==> src/hdl/bif_pkg.sv <==
`timescale 1ns / 1ps
// ----------------------------------------------------------------------------
// bif_pkg
// Shared constants and Gaussian weight tables of the bilateral image filter.
// ----------------------------------------------------------------------------
package bif_pkg;

    localparam int MAX_ROWS = 1024;
    localparam int ROW_BITS = 11;
    localparam int CFG_BITS = 11;
    localparam int PIX_BITS = 8;
    localparam int WT_BITS  = 16;

    localparam logic [1:0] REG_FRAME_WIDTH  = 2'd0;
    localparam logic [1:0] REG_FRAME_HEIGHT = 2'd1;

    localparam logic CMD_PIXEL = 1'b0;
    localparam logic CMD_DRAIN = 1'b1;

    // exp(-(dx^2+dy^2)/2) in Q0.16
    function automatic logic [WT_BITS-1:0] spatial_weight(input logic [2:0] ady,
                                                           input logic [2:0] adx);
        logic [6:0] s;
        logic [WT_BITS-1:0] w;
        s = 7'(ady) * 7'(ady) + 7'(adx) * 7'(adx);
        unique case (s)
            7'd0:    w = 16'd65535;
            7'd1:    w = 16'd39750;
            7'd2:    w = 16'd24109;
            7'd4:    w = 16'd8869;
            7'd5:    w = 16'd5379;
            7'd8:    w = 16'd1200;
            7'd9:    w = 16'd728;
            7'd10:   w = 16'd442;
            7'd13:   w = 16'd99;
            7'd16:   w = 16'd22;
            7'd17:   w = 16'd13;
            7'd18:   w = 16'd8;
            7'd20:   w = 16'd3;
            default: w = '0;
        endcase
        return w;
    endfunction

    // exp(-d^2/4) in Q0.16
    function automatic logic [WT_BITS-1:0] range_weight(input logic [PIX_BITS-1:0] d);
        logic [WT_BITS-1:0] w;
        unique case (d)
            8'd0:    w = 16'd65535;
            8'd1:    w = 16'd51039;
            8'd2:    w = 16'd24109;
            8'd3:    w = 16'd6907;
            8'd4:    w = 16'd1200;
            8'd5:    w = 16'd127;
            8'd6:    w = 16'd8;
            default: w = '0;
        endcase
        return w;
    endfunction

endpackage

==> src/hdl/bif_win.sv <==
`timescale 1ns / 1ps
// ----------------------------------------------------------------------------
// bif_win
// Window walker: reads the centre, then walks every tap through one shared
// weight multiply-accumulate pipeline.
// ----------------------------------------------------------------------------
module bif_win
    import bif_pkg::*;
#(
    parameter int RADIUS   = 5,
    parameter int MAX_LINE = 1024
)
(
    input  logic                         clk,
    input  logic                         rst_n,
    input  logic                         start,
    input  logic [$clog2((2*RADIUS+1)*MAX_LINE)-1:0] ca,
    input  logic [ROW_BITS-1:0]          pr,
    input  logic [$clog2(MAX_LINE+1)-1:0] pc,
    input  logic [$clog2(MAX_LINE+1)-1:0] w,
    input  logic [ROW_BITS-1:0]          h,
    input  logic [$clog2((2*RADIUS+1)*MAX_LINE)-1:0] rw,
    input  logic [PIX_BITS-1:0]          rdata,
    output logic [$clog2((2*RADIUS+1)*MAX_LINE)-1:0] raddr,
    output logic                         done,
    output logic [PIX_BITS-1:0]          centre,
    output logic [32+$clog2((2*RADIUS+1)*(2*RADIUS+1))-1:0] sum_w,
    output logic [40+$clog2((2*RADIUS+1)*(2*RADIUS+1))-1:0] sum_wv
);

    localparam int WIN   = 2 * RADIUS + 1;
    localparam int DEPTH = WIN * MAX_LINE;
    localparam int AW    = $clog2(DEPTH);
    localparam int WB    = $clog2(MAX_LINE + 1);
    localparam int IXB   = $clog2(WIN);
    localparam int SWB   = 32 + $clog2(WIN * WIN);
    localparam int SVB   = 40 + $clog2(WIN * WIN);

    localparam logic [2:0] W_IDLE  = 3'd0;
    localparam logic [2:0] W_CTR   = 3'd1;
    localparam logic [2:0] W_CWAIT = 3'd2;
    localparam logic [2:0] W_WALK  = 3'd3;
    localparam logic [2:0] W_FLUSH = 3'd4;

    logic [2:0]          state_reg, state_next;
    logic [IXB-1:0]      dy_reg, dx_reg;
    logic [AW-1:0]       row_base_reg;
    logic [1:0]          flush_reg;
    logic                done_reg;
    logic [PIX_BITS-1:0] centre_reg;

    logic                p1_valid_reg;
    logic [WT_BITS-1:0]  p1_sw_reg;
    logic                p2_valid_reg;
    logic [31:0]         p2_wt_reg;
    logic [PIX_BITS-1:0] p2_v_reg;
    logic                p3_valid_reg;
    logic [39:0]         p3_wv_reg;
    logic [SWB-1:0]      sum_w_reg;
    logic [SVB-1:0]      sum_wv_reg;

    logic [AW+1:0]       tap_sum;
    logic [AW-1:0]       tap_addr;
    logic [AW:0]         init_sum, step_sum;
    logic [AW-1:0]       init_base, step_base;
    logic [ROW_BITS-1:0] y_sum;
    logic [WB:0]         x_sum;
    logic                tap_ok;
    logic [2:0]          ady, adx;
    logic                last_tap;
    logic [PIX_BITS-1:0] diff;

    always_comb
    begin
        tap_sum = (AW+2)'(row_base_reg) + (AW+2)'(DEPTH) + (AW+2)'(dx_reg) - (AW+2)'(RADIUS);
        if (tap_sum >= (AW+2)'(2 * DEPTH))
            tap_addr = AW'(tap_sum - (AW+2)'(2 * DEPTH));
        else if (tap_sum >= (AW+2)'(DEPTH))
            tap_addr = AW'(tap_sum - (AW+2)'(DEPTH));
        else
            tap_addr = AW'(tap_sum);

        init_sum  = (AW+1)'(ca) + (AW+1)'(DEPTH) - (AW+1)'(rw);
        init_base = (init_sum >= (AW+1)'(DEPTH)) ? AW'(init_sum - (AW+1)'(DEPTH))
                                                 : AW'(init_sum);
        step_sum  = (AW+1)'(row_base_reg) + (AW+1)'(w);
        step_base = (step_sum >= (AW+1)'(DEPTH)) ? AW'(step_sum - (AW+1)'(DEPTH))
                                                 : AW'(step_sum);

        y_sum  = pr + ROW_BITS'(dy_reg);
        x_sum  = (WB+1)'(pc) + (WB+1)'(dx_reg);
        tap_ok = (y_sum >= ROW_BITS'(RADIUS)) && (y_sum < h + ROW_BITS'(RADIUS))
              && (x_sum >= (WB+1)'(RADIUS)) && (x_sum < (WB+1)'(w) + (WB+1)'(RADIUS));

        ady = (dy_reg >= IXB'(RADIUS)) ? 3'(dy_reg - IXB'(RADIUS)) : 3'(IXB'(RADIUS) - dy_reg);
        adx = (dx_reg >= IXB'(RADIUS)) ? 3'(dx_reg - IXB'(RADIUS)) : 3'(IXB'(RADIUS) - dx_reg);

        last_tap = (dy_reg == IXB'(WIN - 1)) && (dx_reg == IXB'(WIN - 1));
        diff     = (rdata > centre_reg) ? rdata - centre_reg : centre_reg - rdata;
        raddr    = (state_reg == W_WALK) ? tap_addr : ca;
    end

    always_comb
    begin
        state_next = state_reg;
        unique case (state_reg)
            W_IDLE:  if (start) state_next = W_CTR;
            W_CTR:   state_next = W_CWAIT;
            W_CWAIT: state_next = W_WALK;
            W_WALK:  if (last_tap) state_next = W_FLUSH;
            W_FLUSH: if (flush_reg == 2'd2) state_next = W_IDLE;
            default: state_next = W_IDLE;
        endcase
    end

    always_ff @(posedge clk or negedge rst_n)
    begin
        if (!rst_n)
        begin
            state_reg    <= W_IDLE;
            dy_reg       <= '0;
            dx_reg       <= '0;
            flush_reg    <= '0;
            done_reg     <= 1'b0;
            p1_valid_reg <= 1'b0;
            p2_valid_reg <= 1'b0;
            p3_valid_reg <= 1'b0;
        end
        else
        begin
            state_reg    <= state_next;
            done_reg     <= (state_reg == W_FLUSH) && (flush_reg == 2'd2);
            p1_valid_reg <= (state_reg == W_WALK) && tap_ok;
            p2_valid_reg <= p1_valid_reg;
            p3_valid_reg <= p2_valid_reg;
            if (state_reg == W_IDLE)
            begin
                dy_reg    <= '0;
                dx_reg    <= '0;
                flush_reg <= '0;
            end
            else if (state_reg == W_WALK)
            begin
                if (dx_reg == IXB'(WIN - 1))
                begin
                    dx_reg <= '0;
                    dy_reg <= dy_reg + 1'b1;
                end
                else
                begin
                    dx_reg <= dx_reg + 1'b1;
                end
            end
            else if (state_reg == W_FLUSH)
            begin
                flush_reg <= flush_reg + 1'b1;
            end
        end
    end

    always_ff @(posedge clk)
    begin
        if (state_reg == W_IDLE && start)
        begin
            row_base_reg <= init_base;
            sum_w_reg    <= '0;
            sum_wv_reg   <= '0;
        end
        else
        begin
            if (state_reg == W_WALK && dx_reg == IXB'(WIN - 1))
                row_base_reg <= step_base;
            if (p2_valid_reg)
                sum_w_reg <= sum_w_reg + SWB'(p2_wt_reg);
            if (p3_valid_reg)
                sum_wv_reg <= sum_wv_reg + SVB'(p3_wv_reg);
        end
        if (state_reg == W_CWAIT)
            centre_reg <= rdata;
        p1_sw_reg <= spatial_weight(ady, adx);
        p2_wt_reg <= 32'(p1_sw_reg) * 32'(range_weight(diff));
        p2_v_reg  <= rdata;
        p3_wv_reg <= 40'(p2_wt_reg) * 40'(p2_v_reg);
    end

    assign done   = done_reg;
    assign centre = centre_reg;
    assign sum_w  = sum_w_reg;
    assign sum_wv = sum_wv_reg;

endmodule

==> config.mk <==
export PLATFORM = sky130hd
export DESIGN_NAME = bif_win
export DESIGN_NICKNAME = d
export VERILOG_FILES = /design/src/hdl/bif_pkg.sv /design/src/hdl/bif_win.sv
export SDC_FILE = /design/constraint.sdc
export NUM_CORES = 2
export LEC_CHECK = 0
export ABC_AREA = 1
export BUFFER_PORTS_ARGS = -buffer_cell sky130_fd_sc_hd__buf_4
export CAP_MARGIN = 20
export CORE_MARGIN = 8
export CORE_UTILIZATION = 50
export CTS_CLUSTER_SIZE = 30
export DETAILED_ROUTE_END_ITERATION = 8
export GPL_TIMING_DRIVEN = 0
export PLACE_DENSITY = 0.7
export SYNTH_ARGS = -nofsm -noshare
export SYNTH_HDL_FRONTEND = slang
export SYNTH_SLANG_ARGS = --single-unit
export TNS_END_PERCENT = 30
==> constraint.sdc <==
create_clock -name clk -period 9.3 [get_ports clk]
set_input_delay 0 -clock clk [delete_from_list [all_inputs] [get_ports clk]]
set_output_delay 0 -clock clk [all_outputs]
set_load 0.05 [all_outputs]
# Yosys cells after proc, flatten, opt, wreduce, memory -nomap -nowiden
# Memories as Yosys holds them, arrays and structs flattened. A register that Yosys moved wholly into a read port is not among the register bits.
# Index checks and enable logic that the tools add are counted.
# word_totals
memories,1
mem_bits_ro,512
elab_cells,117
in_bits,83
reg_bits,205
# classes
magnitude_cmp,11
n_mul,4
eq_ne,17
reduce_logical,19
n_mux,24
n_addsub,26
# mem_list
name,words,width,read_ports,rd_ports_with_merged_regs,wr,line,source
(no name shown),32,16,1,1,0,bif_pkg.sv:26,unique case (s)
# op_table
op,count
case mux 16 bit (7 select lines),1
2-to-1 mux 14 bit,7
adder 47 x 40 -> 47 bit,1
"subtractor 14 bit, second input constant",3
multiplier 32 x 8 -> 40 bit,1
adder 39 x 32 -> 39 bit,1
multiplier 16 x 16 -> 32 bit,1
"adder 14 x 14 -> 15 bit, second input constant",2
"greater-or-equal comparator 15 x 14 -> 1 bit, second input constant",2
"equality test 8 x 3 -> 1 bit, second input constant",3
2-to-1 mux 4 bit,6
adder 15 x 4 -> 16 bit,1
"equality test 8 x 2 -> 1 bit, second input constant",2
"greater-or-equal comparator 16 x 14 -> 1 bit, second input constant",1
"greater-or-equal comparator 16 x 15 -> 1 bit, second input constant",1
"subtractor 16 x 3 -> 16 bit, second input constant",1
subtractor 8 bit,2
adder 14 x 11 -> 15 bit,1
2-to-1 mux 3 bit,5
case mux 3 bit (5 select lines),1
subtractor 15 x 14 -> 15 bit,1
"subtractor 14 x 13 -> 14 bit, second input constant",1
"adder 11 x 3 -> 12 bit, second input constant",1
adder 11 x 4 -> 12 bit,1
other kinds (32),54

# Logic depth before layout (Yosys ltp)
# logic_depth
ltp_word,7
mapped_depth,45

# Worst setup path before layout
# Ideal clock, no wire load.
# synth_timing
path_type,register to register
startpoint,"register centre_reg[0], in the netlist centre[0]"
endpoint,register p2_wt_reg[28]
t_arrival_ns,7.444
stages_incl_launch_ff,39
setup_slack_ns,1.744
n_path_buf,1
synth_period_minus_slack_ns,7.556
setup_time_ns,0.112
required_time_ns,9.188
cell_sequence,edfxtp_1 ha_1 inv_1 fa_1 inv_1 o21ai_1 nand2_1 nand2_2 nand2_8 nand2_1 nand2_2 nor2_8 nand2_8 inv_2 nand2_4 nand2_4 nor2_8 buf_2 [3 not listed] fa_1 fa_1 inv_1 fa_1 fa_1 inv_1 fa_1 inv_1 ha_1 nand2_1 nor2_1 inv_1 o21ai_0 a21oi_1 o21ai_0 nand2_1 nand3_1 nand2_1
# synth_between
elab_chain_cells,5
elab_cells_between_ends,13
classes_between,2 x add/sub; 1 x mul; 1 x order compare; 6 x eq/ne; 2 x mux; 1 x reduce/logical
# synth_lines
item,line,source
from (decl),bif_win.sv:50,logic [PIX_BITS-1:0] centre_reg;
from (signal assigned),bif_win.sv:179,centre_reg <= rdata;
subtractor 8 bit / greater-than comparator 8 bit (equally long branches),bif_win.sv:99,diff = (rdata > centre_reg) ? rdata - centre_reg : centre_reg - rdata;
2-to-1 mux 8 bit *,bif_win.sv:99,
equality test 8 x 3 -> 1 bit (tied with other cells),bif_pkg.sv:48,unique case (d)
case mux 16 bit (7 select lines) *,bif_pkg.sv:48,
multiplier 16 x 16 -> 32 bit *,bif_win.sv:181,p2_wt_reg <= 32'(p1_sw_reg) * 32'(range_weight(diff));
to (signal assigned),bif_win.sv:181,
to (decl),bif_win.sv:55,logic [31:0] p2_wt_reg;
# Every way passes the cells marked *; elsewhere a longest branch is shown, timed or not.
# A chain may end at the register's enable or synchronous reset.

# Worst setup path after layout
# Ends and elaborated chain as after synthesis.

==> metrics.txt <==
Worst path max stage delay 0.59 ns; CP bufs+invs 9; Worst setup SP type flip-flop; fin util 55.5%; Final Max Slew Viols 0; total number of vias 32100; top cell type's share of synthesized area 22.1%; Die W 280 um; Hold-fix buffers, CTS 16; worst-margin pin slew 1.06 ns; post-CTS setup buffers 0; fraction of registers with async set/reset 7.69%; DRT antenna net count 0; post-synthesis cell count 4977; peak supply drop 0.180 mV; final hold violations 0; f_max 117 MHz; CTS H-tree depth 1; WP data required 9.76 ns; Tcrit/Tclk final 92.1%; clock tree buffer depth 3; FP Rows 97; Synth area leader fa_1; die area 0.0786 mm^2; Stages on worst setup path 38; worst r2r src centre[0]$_DFFE_PP_; Initial DRT Pass Iterations 7; Top delay family on crit path adder cells; CP endpoint p2_wt_reg[28]$_DFF_P_; FF-to-FF path depth 38; Iter 0 DRT Violations 2105; Power Dens Cells 194 mW/mm^2; CP Class flip-flop to flip-flop; slowest library cell on the worst path o21ai_0; max cap viols 0; hpwl dp 92200 um; post-synth net total 5808; Cell variety after synth 58; die height 280 um; I/O pins 192; critical path startpoint centre[0]$_DFFE_PP_; commonest non-fill, non-tap cell in the layout nand2_1; Max Clock Skew 0.0137 ns; Global Route Usage Sum 26.8%; r2r setup slk 0.73 ns; vias in the first global route 32100; Nets 6046; Final Setup Violations 0; Sum Neg Setup Slack 0 ns; Total Routed Length 107000 um; number of flip-flops in the largest register 47; number of buffers created by CTS 28; Hold WS 0.0142 ns; Final GP Congestion 1.02; Critical Path AT 9.03 ns; critical path endpoint category flip-flop; Mapped Avg Cell Area 7.02 um^2; I/O Buffers 191; minimum clock period 8.57 ns; # DRC 0; worst-path fanout max 10; HP Class input port to flip-flop; Primary FF master, synth dfxtp_1; Area contributors post-synth fa_1 22%, ha_1 13%, nand2_1 12%; routed wire length per instance 17.3 um; antenna violations before repair 0; Post-synth EDFFs 22; RSZ-0062 raised after global routing no; layout cells sized above 1 6.96%; RR Endpoint p2_wt_reg[28]$_DFF_P_; grt ovf 0; Via density 5.20; flops & latches, synth 221; global-route wire length before repair 169000 um; Initial Utilization 50.2%; Core ar. 0.0697 mm^2; Synth Warn # 0; register area share after synthesis 13.5%; most frequent cells in the layout 1154 x nand2_1, 1101 x inv_1, 426 x nor2_1, 385 x fa_1, 363 x ha_1; largest net degree at the start of global routing 18; cell area after synthesis 0.0350 mm^2; Clk pin slew, worst setup/hold paths 0.06 ns; Root Buffer clkbuf_16; CTS tree yes; clock latency on the worst-skew pair 0.57 ns; outcome complete, no violations; Layout area overhead 10.6%; clk sink count 221; Resized cells post-CTS 0; Leak 21.8 nW; Slew HR 28.5%; ANT cells 0
synth_stat cells, types with 13 or more instances:
master and count:
inv_1 1101, nand2_1 1154, nand3_1 237, a31oi_1 39, nor2_1 426, nor4_1 14
nand4_1 53, a21o_1 19, nand2_2 18, fa_1 385, o21bai_1 53, inv_2 13
dfxtp_1 182, xnor2_1 46, a21oi_1 236, ha_1 363, clkbuf_2 23, xor2_1 89
o21ai_0 210, or2_2 16, clkbuf_1 68, dfrtp_1 17, o211ai_1 28, edfxtp_1 22
nor3_1 26
worst register-to-register path: cells and delay by family, from the launching register on:
kind | cells | cell delay, ns
AOI/OAI and AO/OA | 4 | 1.24
adders and majority gates | 9 | 4.08
buffers and inverters | 9 | 0.79
DFF | 1 | 0.44
and+or+nand+nor | 16 | 1.93
worst min-delay path by stage:
stage	start	end	slack [ns]	depth (start not counted)
6_report	pc[8]	p1_valid_reg$_DFF_PN0_	0.01	7
5_1_grt	pc[8]	p1_valid_reg$_DFF_PN0_	0.06	7
4_1_cts	pc[8]	p1_valid_reg$_DFF_PN0_	0.007	7
3_5_place_dp	rst_n	dy_reg[2]$_DFFE_PN0P_	-0.12	1
3_3_place_gp	rst_n	dy_reg[2]$_DFFE_PN0P_	-0.12	1
2_1_floorplan	rst_n	done$_DFF_PN0_	-0.30	0
report_power, final:
part / internal, mW / switching, mW / total, mW / leakage (nW)
clock network: 0.667 / 0.438 / 1.10 / 0.454
registers: 1.23 / 0.246 / 1.47 / 1.92
logic: 1.61 / 3.32 / 4.92 / 19.4
layer usage:
layer  global-route usage, %  vias to the layer above  share of wire [%]
met2                    47.4                      958                 48
met3                    3.38                      254                5.4
li1                        -                    15800                  -
met4                    11.2                        0                5.0
met5                       0                        -                  0
met1                    32.8                    15100                 42
metrics by stage:
stage / std cells / worst slack [ns] / power (mW) / cell area [um^2]
finish: 6173 / 0.731 / 7.50 / 38700
global route: 6173 / 0.403 / 8.12 / 38700
CTS: 6173 / 0.806 / 7.50 / 38700
detailed placement: 6109 / 0.802 / 6.36 / 37600
global placement: 6108 / 0.853 / 6.30 / 37600
floorplan: 4977 / 1.74 / 4.94 / 35000
logic make-up (layout without fill, tap and decap cells):
kind of cell	after synthesis	in the layout	synth area share [%]
AOI/OAI and AO/OA	642	642	10.5
adders and majority gates	748	748	35.0
DFF	221	221	13.5
buffers and inverters	1236	1492	13.6
and+or+nand+nor	1995	1995	24.0
xor gates and xnor gates	135	135	3.38
area by class of cell:
class                   count  area [um^2]
repair buffers            208         1610
plain buffers             115          532
flip-flops and latches    221         4730
clock buffers              36          772
clock inverters            12          151
fillers                  6905        31000
multi-input cells        3520        25500
inverters                1121         4210
well taps                 940         1180
(Power assumes the default switching activity.)
