==> src/hdl/bif_pkg.sv <==
`timescale 1ns / 1ps
// ----------------------------------------------------------------------------
// bif_pkg
// Shared constants and Gaussian weight tables of the bilateral image filter.
// ----------------------------------------------------------------------------
package bif_pkg;

    localparam int MAX_ROWS = 1024;
    localparam int ROW_BITS = 11;
    localparam int CFG_BITS = 11;
    localparam int PIX_BITS = 8;
    localparam int WT_BITS  = 16;

    localparam logic [1:0] REG_FRAME_WIDTH  = 2'd0;
    localparam logic [1:0] REG_FRAME_HEIGHT = 2'd1;

    localparam logic CMD_PIXEL = 1'b0;
    localparam logic CMD_DRAIN = 1'b1;

    // exp(-(dx^2+dy^2)/2) in Q0.16
    function automatic logic [WT_BITS-1:0] spatial_weight(input logic [2:0] ady,
                                                           input logic [2:0] adx);
        logic [6:0] s;
        logic [WT_BITS-1:0] w;
        s = 7'(ady) * 7'(ady) + 7'(adx) * 7'(adx);
        unique case (s)
            7'd0:    w = 16'd65535;
            7'd1:    w = 16'd39750;
            7'd2:    w = 16'd24109;
            7'd4:    w = 16'd8869;
            7'd5:    w = 16'd5379;
            7'd8:    w = 16'd1200;
            7'd9:    w = 16'd728;
            7'd10:   w = 16'd442;
            7'd13:   w = 16'd99;
            7'd16:   w = 16'd22;
            7'd17:   w = 16'd13;
            7'd18:   w = 16'd8;
            7'd20:   w = 16'd3;
            default: w = '0;
        endcase
        return w;
    endfunction

    // exp(-d^2/4) in Q0.16
    function automatic logic [WT_BITS-1:0] range_weight(input logic [PIX_BITS-1:0] d);
        logic [WT_BITS-1:0] w;
        unique case (d)
            8'd0:    w = 16'd65535;
            8'd1:    w = 16'd51039;
            8'd2:    w = 16'd24109;
            8'd3:    w = 16'd6907;
            8'd4:    w = 16'd1200;
            8'd5:    w = 16'd127;
            8'd6:    w = 16'd8;
            default: w = '0;
        endcase
        return w;
    endfunction

endpackage

==> src/hdl/bif_div.sv <==
`timescale 1ns / 1ps
// ----------------------------------------------------------------------------
// bif_div
// Serial restoring divider, one quotient bit a cycle, eight-bit quotient.
// ----------------------------------------------------------------------------
module bif_div
    import bif_pkg::*;
#(
    parameter int DEN_BITS = 39
)
(
    input  logic                     clk,
    input  logic                     rst_n,
    input  logic                     start,
    input  logic [DEN_BITS+7:0]      num,
    input  logic [DEN_BITS-1:0]      den,
    input  logic [PIX_BITS-1:0]      centre,
    output logic                     done,
    output logic [PIX_BITS-1:0]      quot
);

    localparam int NB = DEN_BITS + 8;

    logic                busy_reg;
    logic [2:0]          step_reg;
    logic [NB-1:0]       rem_reg;
    logic [DEN_BITS-1:0] den_reg;
    logic [PIX_BITS-1:0] quot_reg;
    logic                done_reg;
    logic [NB-1:0]       trial;

    assign trial = NB'(den_reg) << step_reg;

    always_ff @(posedge clk or negedge rst_n)
    begin
        if (!rst_n)
        begin
            busy_reg <= 1'b0;
            done_reg <= 1'b0;
            step_reg <= '0;
        end
        else
        begin
            done_reg <= 1'b0;
            if (start)
            begin
                step_reg <= 3'd7;
                // zero total: answer with the centre pixel at once
                busy_reg <= (den != '0);
                done_reg <= (den == '0);
            end
            else if (busy_reg)
            begin
                step_reg <= step_reg - 1'b1;
                if (step_reg == 3'd0)
                begin
                    busy_reg <= 1'b0;
                    done_reg <= 1'b1;
                end
            end
        end
    end

    always_ff @(posedge clk)
    begin
        if (start)
        begin
            rem_reg  <= num;
            den_reg  <= den;
            quot_reg <= (den == '0) ? centre : '0;
        end
        else if (busy_reg && rem_reg >= trial)
        begin
            rem_reg            <= rem_reg - trial;
            quot_reg[step_reg] <= 1'b1;
        end
    end

    assign done = done_reg;
    assign quot = quot_reg;

endmodule

==> config.mk <==
export PLATFORM = sky130hd
export DESIGN_NAME = bif_div
export DESIGN_NICKNAME = d
export VERILOG_FILES = /design/src/hdl/bif_pkg.sv /design/src/hdl/bif_div.sv
export SDC_FILE = /design/constraint.sdc
export NUM_CORES = 1
export LEC_CHECK = 0
export BUFFER_PORTS_ARGS = -buffer_cell sky130_fd_sc_hd__buf_4
export CAP_MARGIN = 30
export CORE_ASPECT_RATIO = 1.1
export CORE_MARGIN = 5
export CORE_UTILIZATION = 55
export CTS_CLUSTER_SIZE = 28
export DETAILED_ROUTE_END_ITERATION = 7
export PLACE_DENSITY = 0.77
export SETUP_SLACK_MARGIN = 0.1
export SLEW_MARGIN = 10
export SYNTH_ARGS = -nofsm -noshare
export SYNTH_HDL_FRONTEND = slang
export SYNTH_SLANG_ARGS = --single-unit
export TNS_END_PERCENT = 20
==> constraint.sdc <==
create_clock -name clk -period 7.8 [get_ports clk]
set_clock_uncertainty 0.1 [all_clocks]
set_input_delay 0.78 -clock clk [delete_from_list [all_inputs] [get_ports clk]]
set_output_delay 0.78 -clock clk [all_outputs]
set_load 0.03 [all_outputs]
**Yosys cells after proc, flatten, opt, wreduce, memory -nomap -nowiden**

Cells that the tools add are included.

- Reductions and logical operators: 7
- Magnitude comparators: 3
- Mux-type cells: 15
- Shift operators: 1
- $add $sub $neg: 2
- Bitwise operators: 1

Operators by type and width:

| kind | count |
|---|---|
| 47-bit 2-to-1 mux | 2 |
| 47-bit >= comparator | 1 |
| 39-bit by 3-bit << shifter with 47-bit output | 1 |
| 47-bit subtractor | 1 |
| 39-bit logical NOT | 1 |
| 39-bit nonzero test | 1 |
| 8-bit 2-to-1 mux | 3 |
| 8-bit OR | 1 |
| 1-bit 2-to-1 mux | 7 |
| 3-bit 2-to-1 mux | 2 |
| 3-bit by 4-bit < comparator with 1-bit output, second input constant | 1 |
| 2-bit nonzero test | 2 |
| 1-bit demux with 3-bit select | 1 |
| 3-bit by 1-bit >= comparator with 1-bit output, second input constant | 1 |
| 3-bit logical NOT | 1 |
| 3-bit by 1-bit subtractor with 3-bit output, second input constant | 1 |
| 1-bit logical AND | 2 |

- Output and inout bits: 9
- Register bits after elaboration: 99
- Word-level logic and storage cells: 35

**Depth between registers and ports, before layout**

Gate-level depths: netlist of run 1.

- Depth in word-level cells: 7
- Gate-level depth with buffers: 16
- Gate-level depth less buffers: 14

**Worst setup path after synthesis of run 1**

Ideal clock, no wire load.

- Path kind: reg-to-reg
- Start: register step_reg[0]
- End: register quot_reg[0] (netlist: quot[0]) (enable)
- Slack: 1.357 ns
- Data required time: 7.214 ns
- Period minus slack after synthesis: 6.443 ns
- Arrival: 5.857 ns
- Library setup time: 0.486 ns
- Stages on the path, launching flop included: 14
- Cells stage by stage: dfrtp_1 -> buf_1 -> buf_2 -> mux4_2 -> mux2i_1 -> ha_1 -> clkbuf_1 -> nand2_1 -> nor4_1 -> and3_1 -> nand4_1 -> o21ai_0 -> o22ai_1 -> a21oi_1

- Cells in the longest elaborated chain, start to end: 4

Ends and longest elaborated chain:

| element | line | RTL |
|---|---|---|
| start: declaration | bif_div.sv:25 | `logic [2:0] step_reg;` |
| start signal: assignment | bif_div.sv:54 | `step_reg <= step_reg - 1'b1;` |
| 39-bit by 3-bit << shifter with 47-bit output | bif_div.sv:32 | `assign trial = NB'(den_reg) << step_reg;` |
| 47-bit >= comparator | bif_div.sv:72 | `else if (busy_reg && rem_reg >= trial)` |
| 1-bit logical AND | bif_div.sv:72 |  |
| 2-bit nonzero test (no source line) | - |  |
| end signal: assignment | bif_div.sv:70 | `quot_reg <= (den == '0) ? centre : '0;` |
| end: declaration | bif_div.sv:28 | `logic [PIX_BITS-1:0] quot_reg;` |

No other way between the ends.
A chain may end at the register's enable or synchronous reset.

**Worst setup path in the final report of run 1**

- Start: register step_reg[0]
- End: register rem_reg[22] (enable)

- Cells in the longest elaborated chain, start to end: 4

Ends and longest elaborated chain:

| element | line | RTL |
|---|---|---|
| 39-bit by 3-bit << shifter with 47-bit output | bif_div.sv:32 |  |
| 47-bit >= comparator | bif_div.sv:72 |  |
| 1-bit logical AND | bif_div.sv:72 |  |
| 2-bit nonzero test (no source line) | - |  |
| end signal: assignment | bif_div.sv:68 | `rem_reg <= num;` |
| end signal: assignment | bif_div.sv:74 | `rem_reg <= rem_reg - trial;` |
| end: declaration | bif_div.sv:26 | `logic [NB-1:0] rem_reg;` |

No other way between the ends.

==> results.py, run 1 <==
metrics = {
    "status": {
        "outcome": "complete, no violations",
    },
    "floorplanning": {
        "pin_count": 106,
        "die_w_um": 124.4,
        "core-area_mm2": 0.01427,
        "die_y_um": 135.8,
        "dieArea_mm2": 0.01689,
        "start_util": 0.5544,
        "rows": 46,
    },
    "setup_path": {
        "path_cells": "buf_4 > mux4_2 > mux2i_1 > ha_1 > o211ai_1 > nor2_2 > a31oi_1 > a21oi_1 > o21ai_0 > a21oi_1 > o2111ai_1 > a21o_1 > a21oi_4 > buf_4",
        "slowest_delay_ps": 710,
        "critPathCaptureType": "flip-flop",
        "path_class": "reg2reg",
        "crit_slowest_cell": "dfrtp_2",
        "crit_fanout": 29,
        "startpoint_type": "flip-flop",
        "crit_arrival_ps": 5080,
        "required_ps": 7710,
    },
    "yosys": {
        "syn_area_per_cell_um2": 10.09,
        "async_flop_share": 0.05051,
        "syn_inst": 784,
        "synth_warnings": 0,
        "synth_edf_count": 94,
        "yosysSeqAreaShare": 0.3725,
        "synth-main-ff-cell": "edfxtp_1",
        "ys_seq_elements": 99,
        "syn_nets": 930,
        "syn_area_mm2": 0.007914,
        "ys_types": 71,
    },
    "clocking": {
        "cts_sinks": 99,
        "cts_hold_buffers": 0,
        "htreeDepth": 3,
        "cts_tree": "yes",
        "clock_latency_ps": 360,
        "clockBufferDepth": 2,
        "cts_resized": 0,
        "cts_buffers": 9,
        "clk_pin_slew_ps": 80,
        "cts_root_buf": "clkbuf_16",
        "cts_setup_buffers": 0,
    },
    "route": {
        "ant_nets": 0,
        "wl_per_cell_um": 20.12,
        "vias": 6770,
        "drt-total-wl_um": 21330,
        "drc_errors": 0,
        "avgViaCountPerCell": 6.387,
        "dr.pass1.iters": 5,
        "drtIter0Drc": 598,
    },
    "finish": {
        "synthToLayoutAreaGrowth_pct": 16.00,
        "nNetsFinal": 1009,
        "drive_gt1_frac": 0.2235,
        "fin_util": 0.6431,
        "post_layout_nonfiller_instances": 1060,
        "diodes": 0,
        "largest_register_ffs": 47,
        "fillerInstances": 1180,
    },
    "timing": {
        "period_share": 0.6629,
        "post-route-min-period_ps": 5171,
        "worst_pin_slew_ps": 811.4,
        "drv_slew": 0,
        "hold_viol": 0,
        "relSlewSlack": 0.4584,
        "rsz0062_at_grt": "false",
        "setup_slack_ps": 2629,
        "tns_ps": 0,
        "setup_viol": 0,
        "fmax_ghz": 0.1934,
    },
    "pwr": {
        "powerDensity_mw_per_mm2": 390.2,
        "p_leak_nw": 3.827,
        "peakVddDrop_mv": 0.1830,
    },
    "min_path": {
        "hp-class": "in2async",
    },
    "grt": {
        "grt_pass1_wl_um": 34040,
        "use_met2": 0.4063,
        "gr-usage-met1": 0.3522,
        "grtUsageTotal": 0.2505,
        "grt_pass1_vias": 6478,
        "grt.busiest_layer": "met2",
        "gr-usage-met3": 0.03497,
        "grt_overflow": 0,
        "antenna_found_initial": 0,
        "grt_max_degree": 98,
    },
    "placed_design": {
        "dp_hpwl_um": 16380,
        "portBuffers": 105,
        "place_ws_ps": 2328,
        "dp.cells": 1042,
        "globalplace.congestion": 0.9919,
    },
    "run": {
        "cap_violations": 0,
    },
}
synth_stat cells, drive strengths merged (8+ instances only):
| cell type | count | area share |
|---|---|---|
| a211oi | 9 | 0.0085 |
| a21o | 31 | 0.029 |
| a21oi | 61 | 0.040 |
| and3 | 8 | 0.0063 |
| buf | 10 | 0.0055 |
| clkbuf | 35 | 0.017 |
| edfxtp | 94 | 0.36 |
| ha | 48 | 0.076 |
| inv | 19 | 0.0090 |
| mux2i | 40 | 0.051 |
| mux4 | 31 | 0.088 |
| nand2 | 96 | 0.046 |
| nand3 | 17 | 0.011 |
| nand4 | 11 | 0.0087 |
| nor2 | 38 | 0.018 |
| nor2b | 8 | 0.0063 |
| nor3 | 11 | 0.0070 |
| nor4 | 15 | 0.012 |
| o21ai | 74 | 0.050 |
| xnor2 | 23 | 0.025 |
| xor2 | 14 | 0.015 |
report_power, final:
part           total (mW)  switching, mW  internal, mW
registers           0.938         0.0995         0.839
logic                2.17           1.28         0.887
clock network       0.474          0.218         0.256
worst max-delay path: cells and delay by family (launching register included):
| family | cells | cell delay [ps] |
|---|---|---|
| AND/OR/NAND/NOR | 1 | 150 |
| AO/OA/AOI/OAI | 8 | 1850 |
| multiplexers | 2 | 760 |
| adder cells (fa/ha/maj) | 1 | 270 |
| buffers and inverters | 2 | 950 |
| flip-flops | 1 | 710 |
area by class of cell:
| cell class | instances | area (µm²) | share of cell area |
|---|---|---|---|
| Tap cell | 192 | 240.2 | 0.02617 |
| Inverter | 19 | 71.32 | 0.007769 |
| Timing Repair Buffer | 113 | 878.3 | 0.09568 |
| Clock inverter | 7 | 85.08 | 0.009268 |
| Sequential cell | 99 | 2949 | 0.3212 |
| Multi-Input combinational cell | 621 | 4731 | 0.5153 |
| Clock buffer | 9 | 225.2 | 0.02453 |
placed cells by master (no fill, tap or decap), drive strengths merged, types with 3 or more instances in the layout:
cell type	n
o31a	3
nand3	17
nor2	38
buf	113
o21bai	6
nand2	96
xnor2	23
o211ai	4
mux2i	40
a211oi	9
and3	8
o2111ai	3
clkbuf	9
or2	4
a21oi	61
mux2	7
ha	48
a311oi	3
nor4	15
nand2b	3
o31ai	3
nand4	11
a221oi	4
o22ai	4
and2	5
dfrtp	5
o21ai	74
nor3	11
o21a	7
a31oi	4
edfxtp	94
mux4	31
inv	22
xor2	14
nor2b	8
a21o	31
through the flow:
step / instance area, µm² / hold WS, ps / power [mW]
after floorplan: 7914 / 384.4 / 2.532
after global placement: 8817 / 486.9 / 2.992
after detailed placement: 8822 / 489.1 / 3.049
after CTS: 9133 / 100.5 / 3.534
after global routing: 9180 / 100.4 / 3.814
final: 9180 / 112.6 / 3.582
cells by family (layout without fill, tap and decap cells):
| logic type | after synthesis | in the layout | synth area share |
|---|---|---|---|
| AOI/OAI and AO/OA | 234 | 234 | 0.1964 |
| and+or+nand+nor | 223 | 223 | 0.1314 |
| DFF | 99 | 99 | 0.3725 |
| muxes | 78 | 78 | 0.1492 |
| buffers and inverters | 64 | 148 | 0.03115 |
| adders and majority gates | 49 | 49 | 0.07842 |
| xor gates and xnor gates | 37 | 37 | 0.04095 |
per-layer routing:
metal  vias to the layer above  wire length [µm]
met5                         -                 0
met4                         0               445
met3                        32              1661
met2                       328             10120
met1                      3227              9099
li1                       3183                 -
final timing paths:
kind	slack, ps	start	to	depth (start not counted)
setup / recovery	2630	step_reg[0]	rem_reg[22]	14
hold / removal	110	rst_n	done	1
setup reg to reg	2630	step_reg[0]	rem_reg[22]	14
hold reg to reg	530	quot[3]	quot[3]	2
max in group asynchronous	7360	rst_n	step_reg[0]	1
min in group clk	500	den[28]	den_reg[28]	1
(Power assumes the default switching activity.)
==> inputs of run 2 (changes only) <==
==> constraint.sdc (replaced) <==
create_clock -name clk -period 5.1 [get_ports clk]
set_clock_uncertainty 0.1 [all_clocks]
set_input_delay 0.51 -clock clk [delete_from_list [all_inputs] [get_ports clk]]
set_output_delay 0.51 -clock clk [all_outputs]
set_load 0.03 [all_outputs]
==> run 2 against run 1 <==
Fmax grew 12%. First-iteration DRC count shrank 16%. Largest power group unchanged. Critical path type unchanged. Combinational power grew 51%. Global-route usage shrank 0.089 points. Critical endpoint is now rem_reg[9]. Clock-buffer cell count grew 1.
==> results.py, run 2 (synthesis results as in run 1) <==
metrics = {
    "timing": {
        "period_share": 0.9049,
        "worst_pin_slew_ps": 799.3,
        "post-route-min-period_ps": 4615,
        "setup_viol": 0,
        "tns_ps": 0,
        "fmax_ghz": 0.2167,
        "setup_slack_ps": 484.9,
        "fin_hold_ws_ps": 235.1,
        "rsz0062_at_grt": "false",
        "drv_slew": 0,
        "hold_viol": 0,
        "relSlewSlack": 0.4665,
    },
    "floorplanning": {
        "dieArea_mm2": 0.01689,
        "core-area_mm2": 0.01427,
        "die_y_um": 135.8,
        "rows": 46,
        "start_util": 0.5544,
        "die_w_um": 124.4,
        "pin_count": 106,
    },
    "finish": {
        "layout_common_cells": "buf_4 (111), nand2_1 (96), edfxtp_1 (94)",
        "synthToLayoutAreaGrowth_pct": 16.60,
        "post_layout_nonfiller_instances": 1063,
        "layout_commonest_cell": "buf_4",
        "drive_gt1_frac": 0.2250,
        "nNetsFinal": 1012,
        "fin_area_mm2": 0.009228,
        "diodes": 0,
        "largest_register_ffs": 47,
        "fin_util": 0.6465,
    },
    "pwr": {
        "finalPower_mw": 5.456,
        "peakVddDrop_mv": 0.2381,
        "powerDensity_mw_per_mm2": 591.3,
        "p_leak_nw": 3.851,
    },
    "route": {
        "wl_per_cell_um": 19.78,
        "drtIter0Drc": 503,
        "ant_nets": 0,
        "vias": 6548,
        "avgViaCountPerCell": 6.160,
        "drt-total-wl_um": 21020,
        "dr.pass1.iters": 5,
        "drc_errors": 0,
    },
    "min_path": {
        "hp-class": "in2reg",
    },
    "grt": {
        "grtUsageTotal": 0.2496,
        "antenna_found_initial": 0,
        "grt_pass1_wl_um": 33390,
        "grt_max_degree": 99,
        "grt_overflow": 0,
        "grt_pass1_vias": 6449,
    },
    "setup_path": {
        "startpoint_type": "flip-flop",
        "crit_fanout": 55,
        "required_ps": 5030,
        "critPathCaptureType": "flip-flop",
        "path_class": "reg2reg",
        "crit_arrival_ps": 4540,
    },
    "clocking": {
        "clk_pin_slew_ps": 70,
        "clockBufferDepth": 2,
        "cts_sinks": 99,
        "clock_latency_ps": 360,
        "cts_tree": "yes",
        "cts_buffers": 9,
        "htreeDepth": 3,
        "cts_resized": 0,
        "cts_root_buf": "clkbuf_16",
    },
    "placed_design": {
        "dp_hpwl_um": 16310,
        "dp.cells": 1045,
        "place_ws_ps": 581.7,
        "portBuffers": 105,
        "globalplace.congestion": 0.9511,
        "post_dp_cell_area_mm2": 0.008870,
    },
    "run": {
        "cap_violations": 0,
    },
    "status": {
        "outcome": "complete, no violations",
    },
}
[run 2: cell types whose count changed in the layout (fill, tap and decap cells not counted), sizes merged]
cell | before | now
buf | 113 | 115
clkbuf | 9 | 10
clkinvlp | 1 | 0
dlygate4sd3 | 0 | 1
[run 2: repair_timing]
action | CTS | global route
hold endpoints to repair | 5 | 0
buffers inserted | 0 | 0
hold buffers | 1 | 0
[run 2: final timing paths]
path / startpoint / endpoint / slack, ps / cells after the start
max in group asynchronous: rst_n / step_reg[0] / 4380 / 2
min in group asynchronous: rst_n / busy_reg / 390 / 2
min: den[37] / den_reg[37] / 240 / 1
max reg2reg: step_reg[1] / rem_reg[9] / 480 / 15
max: step_reg[1] / rem_reg[9] / 480 / 15
min reg2reg: quot[2] / quot[2] / 540 / 2
[run 2: metal layers]
metal | routed length, µm | up-vias | part of all wire | track usage
met2 | 10010 | 262 | 0.48 | 0.4117
met3 | 1434 | 39 | 0.068 | 0.04283
met4 | 482 | 0 | 0.023 | 0.08283
met1 | 9096 | 3069 | 0.43 | 0.3379
met5 | 0 | - | 0 | 0
li1 | - | 3178 | - | -
[run 2: cell type report]
type,instances,area [µm²]
fill,1145,5046
multi-input combinational,621,4731
sequential,99,2949
timing repair buffer,116,915.9
tap,192,240.2
clock buffer,10,239.0
clock inverter,6,81.33
inverter,19,71.32
[run 2: power by group]
group / switching [mW] / leakage (nW) / internal [mW]
Sequential: 0.159 / 1.01 / 1.28
Clock: 0.336 / 0.157 / 0.405
Combinational: 1.92 / 2.68 / 1.35
[run 2: worst max-delay path, cell delays in order, from the launching register on]
cell and delay [ps]:
dfrtp_1 820, buf_4 400, mux2i_1 140, a21oi_1 290, a22oi_1 120, ha_1 410
nor3_1 90, nor2_2 160, a31oi_1 150, a21oi_1 240, o21ai_0 150, a21oi_1 210
o2111ai_1 240, a21o_1 240, a21oi_4 170, buf_12 290
